===== config.mk =====
export PLATFORM = sky130hd
export DESIGN_NAME = wiegand26_frame_transmitter
export DESIGN_NICKNAME = d
export VERILOG_FILES = /design/src/hw/rtl/wg26_pkg.sv /design/src/hw/rtl/wiegand26_frame_transmitter.sv /design/src/hw/rtl/wg26_apb_regs.sv /design/src/hw/rtl/wg26_engine.sv
export SDC_FILE = /design/constraint.sdc
export NUM_CORES = 1
export LEC_CHECK = 0
export BUFFER_PORTS_ARGS = -buffer_cell sky130_fd_sc_hd__buf_4
export CAP_MARGIN = 20
export CORE_ASPECT_RATIO = 0.8
export CORE_MARGIN = 2
export CORE_UTILIZATION = 59
export CTS_CLUSTER_DIAMETER = 120
export DETAILED_ROUTE_END_ITERATION = 8
export PLACE_DENSITY = 0.91
export SLEW_MARGIN = 20
export SYNTH_ARGS = -nofsm -noshare
export SYNTH_HDL_FRONTEND = slang
export SYNTH_HIERARCHICAL = 1
export SYNTH_SLANG_ARGS = --single-unit
export TNS_END_PERCENT = 1

===== constraint.sdc =====
create_clock -name clk_i -period 15.4 [get_ports clk_i]
set_clock_uncertainty 0.1 [all_clocks]
set_input_delay 2.31 -clock clk_i [delete_from_list [all_inputs] [get_ports clk_i]]
set_output_delay 2.31 -clock clk_i [all_outputs]
set_load 0.05 [all_outputs]

===== src/hw/rtl/wg26_pkg.sv =====
package wg26_pkg;

  localparam int unsigned TickW = 16;
  localparam int unsigned CodeW = 24;
  localparam int unsigned FrameBits = 26;
  localparam int unsigned BitsW = 5;
  localparam int unsigned AddrW = 3;
  localparam int unsigned DataW = 32;

  localparam logic [TickW-1:0] PulseReset = 16'd100;
  localparam logic [TickW-1:0] PeriodReset = 16'd1000;
  localparam logic [BitsW-1:0] FrameBitsCnt = 5'd26;

  localparam logic RegPulse = 1'b0;
  localparam logic RegPeriod = 1'b1;

  localparam logic ReqTick = 1'b0;
  localparam logic ReqLoad = 1'b1;

  typedef struct packed {
    logic             req_type;
    logic [CodeW-1:0] card_code;
  } in_beat_t;

  typedef struct packed {
    logic data_level;
    logic strobe_level;
    logic busy_res;
    logic load_rejected;
    logic frame_done;
  } out_beat_t;

  typedef struct packed {
    logic [TickW-1:0] pulse_ticks;
    logic [TickW-1:0] period_ticks;
  } cfg_t;

endpackage


===== src/hw/rtl/wiegand26_frame_transmitter.sv =====
// Each input beat is either one timer tick or a card-code load, and the block takes one beat
// per clock cycle whenever the result side keeps up. A beat is captured in an input register,
// advances the frame state once the output register can take its result, and that result
// beat then sits in the output register; the input register frees as soon as the output
// register can take the next result, so ticks stream back to back.
module wiegand26_frame_transmitter (
  input  logic                        clk_i,
  input  logic                        rst_ni,
  input  logic                        in_valid_i,
  output logic                        in_ready_o,
  input  wg26_pkg::in_beat_t          in_data_i,
  output logic                        out_valid_o,
  input  logic                        out_ready_i,
  output wg26_pkg::out_beat_t         out_data_o,
  input  logic                        psel,
  input  logic                        penable,
  input  logic                        pwrite,
  input  logic [wg26_pkg::AddrW-1:0]  paddr,
  input  logic [wg26_pkg::DataW-1:0]  pwdata,
  output logic [wg26_pkg::DataW-1:0]  prdata,
  output logic                        pready
);

  wg26_pkg::cfg_t      cfg;
  wg26_pkg::in_beat_t  in_q;
  wg26_pkg::out_beat_t result;
  wg26_pkg::out_beat_t out_q;
  logic                in_valid_q;
  logic                out_valid_q;
  logic                advance;

  assign advance    = in_valid_q && (!out_valid_q || out_ready_i);
  assign in_ready_o = !in_valid_q || advance;

  wg26_apb_regs u_regs (
    .clk_i   (clk_i),
    .rst_ni  (rst_ni),
    .psel    (psel),
    .penable (penable),
    .pwrite  (pwrite),
    .paddr   (paddr),
    .pwdata  (pwdata),
    .prdata  (prdata),
    .pready  (pready),
    .cfg_o   (cfg)
  );

  wg26_engine u_engine (
    .clk_i    (clk_i),
    .rst_ni   (rst_ni),
    .step_i   (advance),
    .beat_i   (in_q),
    .cfg_i    (cfg),
    .result_o (result)
  );

  always_ff @(posedge clk_i or negedge rst_ni) begin
    if (!rst_ni) begin
      in_valid_q  <= 1'b0;
      out_valid_q <= 1'b0;
    end else begin
      if (in_ready_o) begin
        in_valid_q <= in_valid_i;
      end
      if (advance) begin
        out_valid_q <= 1'b1;
      end else if (out_ready_i) begin
        out_valid_q <= 1'b0;
      end
    end
  end

  always_ff @(posedge clk_i) begin
    if (in_ready_o && in_valid_i) begin
      in_q <= in_data_i;
    end
    if (advance) begin
      out_q <= result;
    end
  end

  assign out_valid_o = out_valid_q;
  assign out_data_o  = out_q;

`ifndef SYNTHESIS
  a_done_idle: assert property (@(posedge clk_i) disable iff (!rst_ni)
    out_valid_o && out_data_o.frame_done |-> !out_data_o.busy_res)
    else $error("frame_done reported while still busy");

  a_reject_busy: assert property (@(posedge clk_i) disable iff (!rst_ni)
    out_valid_o && out_data_o.load_rejected |-> out_data_o.busy_res)
    else $error("load rejected while idle");

  a_idle_lines: assert property (@(posedge clk_i) disable iff (!rst_ni)
    out_valid_o && !out_data_o.busy_res |-> out_data_o.data_level && out_data_o.strobe_level)
    else $error("lines not idle high while not busy");

  a_hold_result: assert property (@(posedge clk_i) disable iff (!rst_ni)
    out_valid_o && !out_ready_i |=> out_valid_o && $stable(out_data_o))
    else $error("stalled result beat changed");
`endif

endmodule


===== src/hw/rtl/wg26_apb_regs.sv =====
module wg26_apb_regs (
  input  logic                             clk_i,
  input  logic                             rst_ni,
  input  logic                             psel,
  input  logic                             penable,
  input  logic                             pwrite,
  input  logic [wg26_pkg::AddrW-1:0]       paddr,
  input  logic [wg26_pkg::DataW-1:0]       pwdata,
  output logic [wg26_pkg::DataW-1:0]       prdata,
  output logic                             pready,
  output wg26_pkg::cfg_t                   cfg_o
);

  logic [wg26_pkg::TickW-1:0] pulse_q;
  logic [wg26_pkg::TickW-1:0] period_q;
  logic                       wr_en;
  logic                       reg_sel;

  assign wr_en   = psel && penable && pwrite;
  assign reg_sel = paddr[2];
  assign pready  = 1'b1;

  always_ff @(posedge clk_i or negedge rst_ni) begin
    if (!rst_ni) begin
      pulse_q  <= wg26_pkg::PulseReset;
      period_q <= wg26_pkg::PeriodReset;
    end else if (wr_en) begin
      case (reg_sel)
        wg26_pkg::RegPulse:  pulse_q  <= pwdata[wg26_pkg::TickW-1:0];
        wg26_pkg::RegPeriod: period_q <= pwdata[wg26_pkg::TickW-1:0];
        default: ;
      endcase
    end
  end

  always_comb begin
    prdata = '0;
    case (reg_sel)
      wg26_pkg::RegPulse:  prdata[wg26_pkg::TickW-1:0] = pulse_q;
      wg26_pkg::RegPeriod: prdata[wg26_pkg::TickW-1:0] = period_q;
      default:             prdata = '0;
    endcase
  end

  assign cfg_o.pulse_ticks  = pulse_q;
  assign cfg_o.period_ticks = period_q;

endmodule


===== src/hw/rtl/wg26_engine.sv =====
module wg26_engine (
  input  logic                 clk_i,
  input  logic                 rst_ni,
  input  logic                 step_i,
  input  wg26_pkg::in_beat_t   beat_i,
  input  wg26_pkg::cfg_t       cfg_i,
  output wg26_pkg::out_beat_t  result_o
);

  logic [wg26_pkg::FrameBits-1:0] shift_q, shift_d;
  logic [wg26_pkg::BitsW-1:0]     bits_q, bits_d;
  logic [wg26_pkg::TickW-1:0]     slot_q, slot_d;
  logic                           active_q, active_d;
  logic                           trailing_q, trailing_d;
  logic                           data_q, data_d;

  logic [wg26_pkg::TickW-1:0]     slot_inc;
  logic                           even_p;
  logic                           odd_p;
  logic                           rejected;
  logic                           done;

  assign even_p   = ^beat_i.card_code[23:12];
  assign odd_p    = ~(^beat_i.card_code[11:0]);
  assign slot_inc = slot_q + 16'd1;

  always_comb begin
    shift_d    = shift_q;
    bits_d     = bits_q;
    slot_d     = slot_q;
    active_d   = active_q;
    trailing_d = trailing_q;
    data_d     = data_q;
    rejected   = 1'b0;
    done       = 1'b0;
    if (beat_i.req_type == wg26_pkg::ReqLoad) begin
      if (active_q) begin
        rejected = 1'b1;
      end else begin
        shift_d    = {even_p, beat_i.card_code, odd_p};
        bits_d     = wg26_pkg::FrameBitsCnt;
        slot_d     = '0;
        active_d   = 1'b1;
        trailing_d = 1'b0;
        data_d     = 1'b1;
      end
    end else if (active_q) begin
      slot_d = slot_inc;
      if (slot_inc >= cfg_i.period_ticks || slot_inc == '0) begin
        slot_d = '0;
        if (trailing_q) begin
          active_d   = 1'b0;
          trailing_d = 1'b0;
          bits_d     = '0;
          shift_d    = '0;
          data_d     = 1'b1;
          done       = 1'b1;
        end else begin
          data_d  = shift_q[wg26_pkg::FrameBits-1];
          shift_d = {shift_q[wg26_pkg::FrameBits-2:0], 1'b0};
          if (bits_q != '0) begin
            bits_d = bits_q - 5'd1;
          end
          if (bits_q <= 5'd1) begin
            trailing_d = 1'b1;
          end
        end
      end
    end
  end

  always_ff @(posedge clk_i or negedge rst_ni) begin
    if (!rst_ni) begin
      shift_q    <= '0;
      bits_q     <= '0;
      slot_q     <= '0;
      active_q   <= 1'b0;
      trailing_q <= 1'b0;
      data_q     <= 1'b1;
    end else if (step_i) begin
      shift_q    <= shift_d;
      bits_q     <= bits_d;
      slot_q     <= slot_d;
      active_q   <= active_d;
      trailing_q <= trailing_d;
      data_q     <= data_d;
    end
  end

  assign result_o.data_level    = data_d;
  assign result_o.strobe_level  = ~(active_d && (bits_d < wg26_pkg::FrameBitsCnt) &&
                                    (slot_d < cfg_i.pulse_ticks));
  assign result_o.busy_res      = active_d;
  assign result_o.load_rejected = rejected;
  assign result_o.frame_done    = done;

endmodule


# Word level (Yosys, flattened, before mapping)
# Cells that the tools add are included.
[op_classes]
n_bitwise = 5
n_reduce_logical = 22
n_lt_le_gt_ge = 4
muxes = 35
n_addsub = 2
n_eq_ne = 1
[ops]
columns = ["cell", "count"]
rows = [
  ["$mux 26", 5],
  ["$mux 16", 4],
  ["$pmux 16 s2", 1],
  ["$mux 5", 6],
  ["$reduce_xor 12->1", 2],
  ["$mux 1", 19],
  ["$add 16x1->16 const B", 1],
  ["$ge 16x16->1", 1],
  ["$logic_not 16->1", 1],
  ["$lt 16x16->1", 1],
  ["$logic_and 1x1->1", 6],
  ["$reduce_bool 2->1", 3],
  ["$le 5x1->1 const B", 1],
  ["$lt 5x5->1 const B", 1],
  ["$not 1->1", 5],
  ["$reduce_bool 5->1", 1],
  ["$sub 5x1->5 const B", 1],
  ["$reduce_and 2->1", 2],
  ["$reduce_and 4->1", 1],
  ["$logic_or 1x1->1", 3],
  ["$reduce_or 3->1", 1],
  ["$logic_not 1->1", 2],
  ["$ne 2x2->1 const B", 1],
]
[word_totals]
ff_bits = 114
inputBits = 67
output_inout_bits = 40

# Depth between registers and ports, before layout
# Gate-level depths: netlist (run 1).
[logic_depth]
word_depth = 10
depth_mapped = 27
mapped_depth_nobuf = 23

# Hierarchy
# The synthesis (run 1) kept the hierarchy.
[modules_own_cells]
columns = ["mod", "area_each_um2", "seq_area_each_um2", "instances", "cells_per_inst"]
rows = [
  ["wg26_engine", 4184.0, 1252.5, 1, 498],
  ["wg26_apb_regs", 1609.0, 812.0, 1, 105],
  ["wiegand26_frame_transmitter", 1004.7, 950.9, 1, 38],
]

# Least setup slack after synthesis (run 1)
# Ideal clock, no wire load.
[synth_timing]
kind = "reg2reg"
from = "register u_engine/slot_q[0] in the netlist's numbering"
to = "register out_q (netlist bit out_data_o[3]) (data pin)"
setup_slack_ns = 9.865
path_stages_with_launch = 27
setup_time_ns = 0.259
t_arrival_ns = 5.176
synth_period_minus_slack_ns = 5.535
required_ns = 15.041
path_buffers = 4
path_cell_list = "dfrtp_1 -> ha_1 -> clkbuf_2 -> nand3_2 -> or2_2 -> clkbuf_1 -> nor3_1 -> and3_1 -> xor2_1 -> ha_1 -> a21o_1 -> a21oi_1 -> o21ai_0 -> a21oi_1 -> o211a_1 -> buf_6 -> buf_2 -> a22o_1 -> ha_1 -> a21o_1 -> a21o_1 -> a21o_1 -> a21o_1 -> a211o_1 -> a221oi_1 -> o21ai_0 -> a211o_1"
[synth_lines]
columns = ["element", "line", "rtl"]
rows = [
  ["from (decl)", "wg26_engine.sv:12", "logic [wg26_pkg::TickW-1:0] slot_q, slot_d;"],
  ["from (signal assigned)", "wg26_engine.sv:83", "slot_q <= slot_d;"],
  ["to (signal assigned)", "wiegand26_frame_transmitter.sv:78", "out_q <= result;"],
  ["to (decl)", "wiegand26_frame_transmitter.sv:27", "wg26_pkg::out_beat_t out_q;"],
]

==> impl_metrics.toml, run 1 <==
[clock_network]
cts-root-buf = "clkbuf_16"
cts-buffers-inserted = 17
clk_latency_ns = 0.41
cts_setup_buffers = 0
clockBufferDepth = 2
cts-resized-gates = 0
numClockSinks = 114
ctsHoldBuffers = 0
cts_tree = "done"
clk_pin_slew_worst_paths_ns = 0.06
htreeDepth = 4

[global_route]
grt_pass1_wl_mm = 26.10
grt_max_degree = 85
antenna_found_initial = 0
track_usage_pct = 27.19
grt_pass1_vias = 5154
grt.overflow.total = 0

[worst_setup_path]
worst_ep_required_time_ns = 15.46
criticalPathCategory = "reg -> reg"
crit_path_end_kind = "flip-flop"
cp-start-kind = "flip-flop"
arrival_ns = 7.08
path_max_fanout = 29

[logic_synthesis]
synthCells = 641
synthArstFlopShare_pct = 73.68
ys_seq_area_share_pct = 44.36
syn_area_um2 = 6798
ys.flop_type = "dfrtp_1"
yosys.cell_types.count = 66
yosys_warnings = 6
synth_area_leaders = "dfrtp_1 27%, edfxtp_1 13%, mux2_2 6.6%"
syn_avg_cell_area_um2 = 10.60
yosys.area.top_type_share_pct = 27.24
synth-edff-count = 30
yosys_register_bits = 114
synth_area_leader_cell = "dfrtp_1"

[routing]
wl_per_cell_um = 18.66
routed_wl_mm = 15.88
ant_nets = 0
dr.pass1.iters = 7
vias_per_cell = 6.214
vias = 5288
drc = 0
drt_iter0_markers = 495

[sta]
maxSlewHeadroom_pct = 37.90
setup_viol = 0
post-route-period-util_pct = 45.58
tightest_slew_ns = 0.9315
drv_slew = 0
hold_viol = 0
grt_setup_unrepaired = "false"
timing.fmax_mhz = 142.5
tns_ns = 0
period_minus_slack_ns = 7.019

[die]
fp-row-count = 35
ios = 107
design.die.area_um2 = 12400
core-area_um2 = 11390
die_h_um = 100.0
initial_utilization_pct = 59.70
die_w_um = 124.0

[finish]
fillers = 788
finalNetCount = 791
antennaDiodeCount = 0
drive_gt1_share_pct = 25.75
areaGrowthSynthToFinish_pct = 14.74

[power]
p_total_mw = 1.167
peakVddDrop_mv = 0.1009
leakage_nw = 3.589
powerDensity_nw_per_um2 = 149.7

[hold_path]
hold_path_class = "reg -> reg"

[place]
io_buffers = 71
gp_congestion = 0.9700
hpwl_mm = 10.48

[run]
max-cap-violations = 0

[outcome]
status = "completed"
Yosys cell counts (5+ instances only):
master and n:
xnor2_1 27, buf_2 8, nor2_1 19, mux2_2 40, nand2b_1 7, a21o_1 11, a31oi_1 9, ha_1 34
xor2_1 8, nand3_1 8, a21oi_1 17, nor3_1 11, nand2_1 60, mux2_4 10, a22o_1 24, nand4_1 8
edfxtp_1 30, dfstp_2 10, dfrtp_1 74, inv_1 41, o21ai_0 46, buf_6 5, a211o_1 5, clkbuf_1 14
buf_4 25, a22oi_1 25
layer usage:
layer | share of wire, % | vias to the layer above | global-route usage [%] | routed length (µm)
met5 | 0 | - | 0 | 0
met1 | 42 | 2560 | 39.15 | 6734
li1 | - | 2392 | - | -
met4 | 2.0 | 0 | 9.680 | 322
met2 | 47 | 293 | 40.32 | 7415
met3 | 8.9 | 43 | 6.591 | 1409
per-stage QoR:
| step | hold WS, ns | setup slack (ns) | util, % | area, µm² | cells |
|---|---|---|---|---|---|
| final | 0.3777 | 8.381 | 68.51 | 7800 | 851 |
| after global routing | 0.4126 | 7.956 | 68.51 | 7800 | 851 |
| after CTS | 0.3812 | 8.543 | 68.43 | 7791 | 851 |
| after detailed placement | 0.3694 | 8.597 | 63.46 | 7226 | 819 |
| after global placement | 0.3605 | 8.685 | 63.46 | 7226 | 819 |
| after floorplan | 0.3494 | 9.865 | - | 6854 | 656 |
cell usage in the layout (no fill, tap or decap), types with 18 or more instances in the layout:
cell,netlist,routed
xnor2_1,27,27
a22o_1,24,24
edfxtp_1,30,30
buf_4,25,72
o21ai_0,46,46
mux2_2,40,40
ha_1,34,34
nor2_1,19,18
a22oi_1,25,25
dfrtp_1,74,74
nand2_1,60,60
inv_1,41,41
report_power, final:
part | switching (mW) | internal, mW
clock network | 0.142 | 0.231
logic | 0.203 | 0.147
registers | 0.0629 | 0.380
kinds of logic (layout without fill, tap and decap cells):
kind of cell	count (synthesis)	in the layout	synth area share [%]
other	2	17	0.1105
multiplexers	53	53	9.295
AND/OR/NAND/NOR	139	139	10.82
XOR/XNOR	35	35	4.510
AO/OA/AOI/OAI	165	165	17.03
flip-flops	114	114	44.36
buffers and inverters	99	146	7.620
adder cells (fa/ha/maj)	34	34	6.258
worst paths after layout:
check	from	to	slack, ns	depth (start not counted)
min in group asynchronous	rst_ni	u_regs/period_q[2]	1.81	1
max	u_engine/slot_q[0]	out_data_o[3]	8.38	22
min	u_engine/shift_q[0]	u_engine/shift_q[0]	0.38	2
min reg2reg	u_engine/shift_q[0]	u_engine/shift_q[0]	0.38	2
max reg2reg	u_engine/slot_q[0]	out_data_o[3]	8.38	22
max in group asynchronous	rst_ni	u_engine/slot_q[15]	12.79	1
flip-flops by register name, summed over array words and instances, names as in the netlist:
signal and count:
u_engine/shift_q 26, in_q 25, u_engine/slot_q 16, u_regs/period_q 16, u_regs/pulse_q 16, out_data_o 5
u_engine/bits_q 5, in_valid_q 1, out_valid_o 1, u_engine/active_q 1, u_engine/data_q 1, u_engine/trailing_q 1
critical path, cell delays in order (launching register included):
cell      delay (ns)
dfrtp_1         0.46
ha_1            0.37
nand3_2         0.15
or2_2           0.40
nor3_1          0.38
and3_1          0.23
xor2_1          0.34
ha_1            0.33
a21o_1          0.19
a21oi_1         0.13
o21ai_0         0.11
a21oi_1         0.45
o211a_1         0.84
o21ai_0         0.19
a31oi_1         0.34
ha_1            0.32
a21o_1          0.17
a21o_1          0.18
a21o_1          0.18
a211o_1         0.28
a221oi_1        0.26
o21ai_0         0.13
a211o_1         0.24
area by class of cell:
type,instances,area [µm²],share of cell area [%]
clock inverter,11,105.1,1.347
tap,148,185.2,2.374
timing repair buffer,73,551.8,7.074
sequential,114,3015,38.66
inverter,41,153.9,1.973
multi-input combinational,443,3328,42.67
clock buffer,21,460.4,5.903
Note: power is estimated with default switching activity, not from simulation.
==> inputs of run 2 (changes only) <==
--- a/config.mk
+++ b/config.mk
@@ -9,10 +9,10 @@
 export CAP_MARGIN = 20
 export CORE_ASPECT_RATIO = 0.8
 export CORE_MARGIN = 2
-export CORE_UTILIZATION = 59
+export CORE_UTILIZATION = 58
 export CTS_CLUSTER_DIAMETER = 120
 export DETAILED_ROUTE_END_ITERATION = 8
-export PLACE_DENSITY = 0.91
+export PLACE_DENSITY = 0.89
 export SLEW_MARGIN = 20
 export SYNTH_ARGS = -nofsm -noshare
 export SYNTH_HDL_FRONTEND = slang
==> constraint.sdc (replaced) <==
create_clock -name clk_i -period 7.3 [get_ports clk_i]
set_clock_uncertainty 0.1 [all_clocks]
set_input_delay 1.095 -clock clk_i [delete_from_list [all_inputs] [get_ports clk_i]]
set_output_delay 1.095 -clock clk_i [all_outputs]
set_load 0.05 [all_outputs]
==> impl_metrics.toml, run 2 (synthesis gave the netlist of run 1 again) <==
[global_route]
grt_max_degree = 85
grt_pass1_wl_mm = 25.47
grt.overflow.total = 0
track_usage_pct = 25.58
antenna_found_initial = 0
grt_pass1_vias = 4998

[finish]
layout.cells.non_filler = 852
regMostFlops = "u_engine/shift_q"
largest_register_ffs = 26
finalNetCount = 792
final_common_cell = "dfrtp_1"
fillers = 809
areaGrowthSynthToFinish_pct = 15.30
layout_common_cells = "74 x dfrtp_1, 73 x buf_4, 60 x nand2_1"
largestRegisters = "u_engine/shift_q x26, in_q x25"
antennaDiodeCount = 0
drive_gt1_share_pct = 26.14

[hold_path]
holdPathStages = 2
hold_path_class = "reg -> reg"
hp-start = "u_engine/shift_q[21]"

[die]
ios = 107
die_h_um = 100.8
fp-row-count = 35
design.die.area_um2 = 12610
die_w_um = 125.0
core-area_um2 = 11470
initial_utilization_pct = 59.25

[worst_setup_path]
path_buf_inv = 0
slowest_stage = "dfrtp_1"
slowest_delay_ns = 0.46
r2r-start = "u_engine/slot_q[0]"
criticalPathCategory = "reg -> reg"
cp.depth = 22
cp-start-kind = "flip-flop"
path_delay_family = "compound AO/OA/AOI/OAI gates"
worst_ep_required_time_ns = 7.36
arrival_ns = 6.37
crit_path_cell_trace = "ha_1 -> nand3_2 -> or2_2 -> nor3_1 -> and3_1 -> xor2_1 -> ha_1 -> a21o_1 -> a21oi_1 -> o21ai_0 -> a21oi_1 -> o211a_1 -> o21ai_0 -> a31oi_1 -> ha_1 -> a21o_1 -> a21o_1 -> a21o_1 -> a211o_1 -> a221oi_1 -> o21ai_0 -> a211o_1"
cp_common_cell = "a21o_1"
worstRegToRegCells = 22
path_max_fanout = 8
critPathLaunch = "u_engine/slot_q[0]"
crit_path_end_kind = "flip-flop"

[routing]
drt_iter0_markers = 557
dr.pass1.iters = 5
vias = 5178
drc = 0
wl_per_cell_um = 18.49
ant_nets = 0
vias_per_cell = 6.077
routed_wl_mm = 15.75

[clock_network]
cts-resized-gates = 0
clockBufferDepth = 2
ctsHoldBuffers = 0
cts-buffers-inserted = 17
clk_pin_slew_worst_paths_ns = 0.06
cts-root-buf = "clkbuf_16"
htreeDepth = 4
numClockSinks = 114
clk_latency_ns = 0.42
cts_tree = "done"
cts_setup_buffers = 0

[place]
gp_congestion = 0.9002
hpwl_mm = 10.78
io_buffers = 71
dp.cells = 820
pre_cts_ws_ns = 1.121

[sta]
drv_slew = 0
setup_viol = 0
holdWs_ns = 0.3849
timing.fmax_mhz = 158.3
grt_setup_unrepaired = "false"
tightest_slew_ns = 0.8578
hold_viol = 0
maxSlewHeadroom_pct = 42.81
tns_ns = 0
fin_ws_ns = 0.9820
period_minus_slack_ns = 6.318
post-route-period-util_pct = 86.55

[outcome]
status = "completed"

[power]
powerDensity_nw_per_um2 = 320.5
seqPwrFrac_pct = 37.1
peakVddDrop_mv = 0.2303
p_int_mw = 1.625
p_clk_share_pct = 33.3
pwr-share-comb_pct = 29.6
p_sw_uw = 887.6
p_sw_share_pct = 35.33
leakage_nw = 3.611

[run]
max-cap-violations = 0
[run 2: layer usage]
layer	vias to the layer above	global-route usage [%]	wire length, µm
met5	-	0	0
li1	2383	-	-
met3	25	6.316	1372
met2	282	38.55	7263
met1	2488	36.58	6880
met4	0	8.632	233
[run 2: final timing paths]
| kind | slack, ns | to |
|---|---|---|
| max in group asynchronous | 5.95 | u_engine/shift_q[3] |
| hold reg to reg | 0.38 | u_engine/shift_q[21] |
| setup / recovery | 0.98 | out_data_o[3] |
| min in group asynchronous | 0.64 | u_regs/pulse_q[3] |
| hold / removal | 0.38 | u_engine/shift_q[21] |
| setup reg to reg | 0.98 | out_data_o[3] |
[run 2: final cells by class]
type,instances,area (µm²),area share [%]
clock inverter,15,170.2,2.171
multi-input combinational,443,3328,42.46
inverter,41,153.9,1.964
tap,148,185.2,2.363
clock buffer,17,425.4,5.428
timing repair buffer,74,559.3,7.136
sequential,114,3015,38.47
[run 2: metrics by stage]
stage / util [%] / power, mW / instance area (µm²)
detailed placement: 63.04 / 1.660 / 7233
floorplan: - / 1.469 / 6854
CTS: 68.23 / 2.505 / 7829
global route: 68.31 / 2.631 / 7838
global placement: 63.04 / 1.616 / 7233
finish: 68.31 / 2.512 / 7838
[run 2: tightest hold or removal path, stage by stage, from the launching register on]
cell,delay (ns)
dfrtp_1,0.35
nand2_1,0.05
o21ai_0,0.06
[run 2: power by group through the flow]
stage	Combinational [mW]	Clock, mW	Sequential (mW)
6_report	0.744	0.837	0.931
5_1_grt	0.808	0.873	0.950
4_1_cts	0.734	0.843	0.928
3_5_place_dp	0.725	0	0.935
3_3_place_gp	0.693	0	0.923
2_1_floorplan	0.572	0	0.897
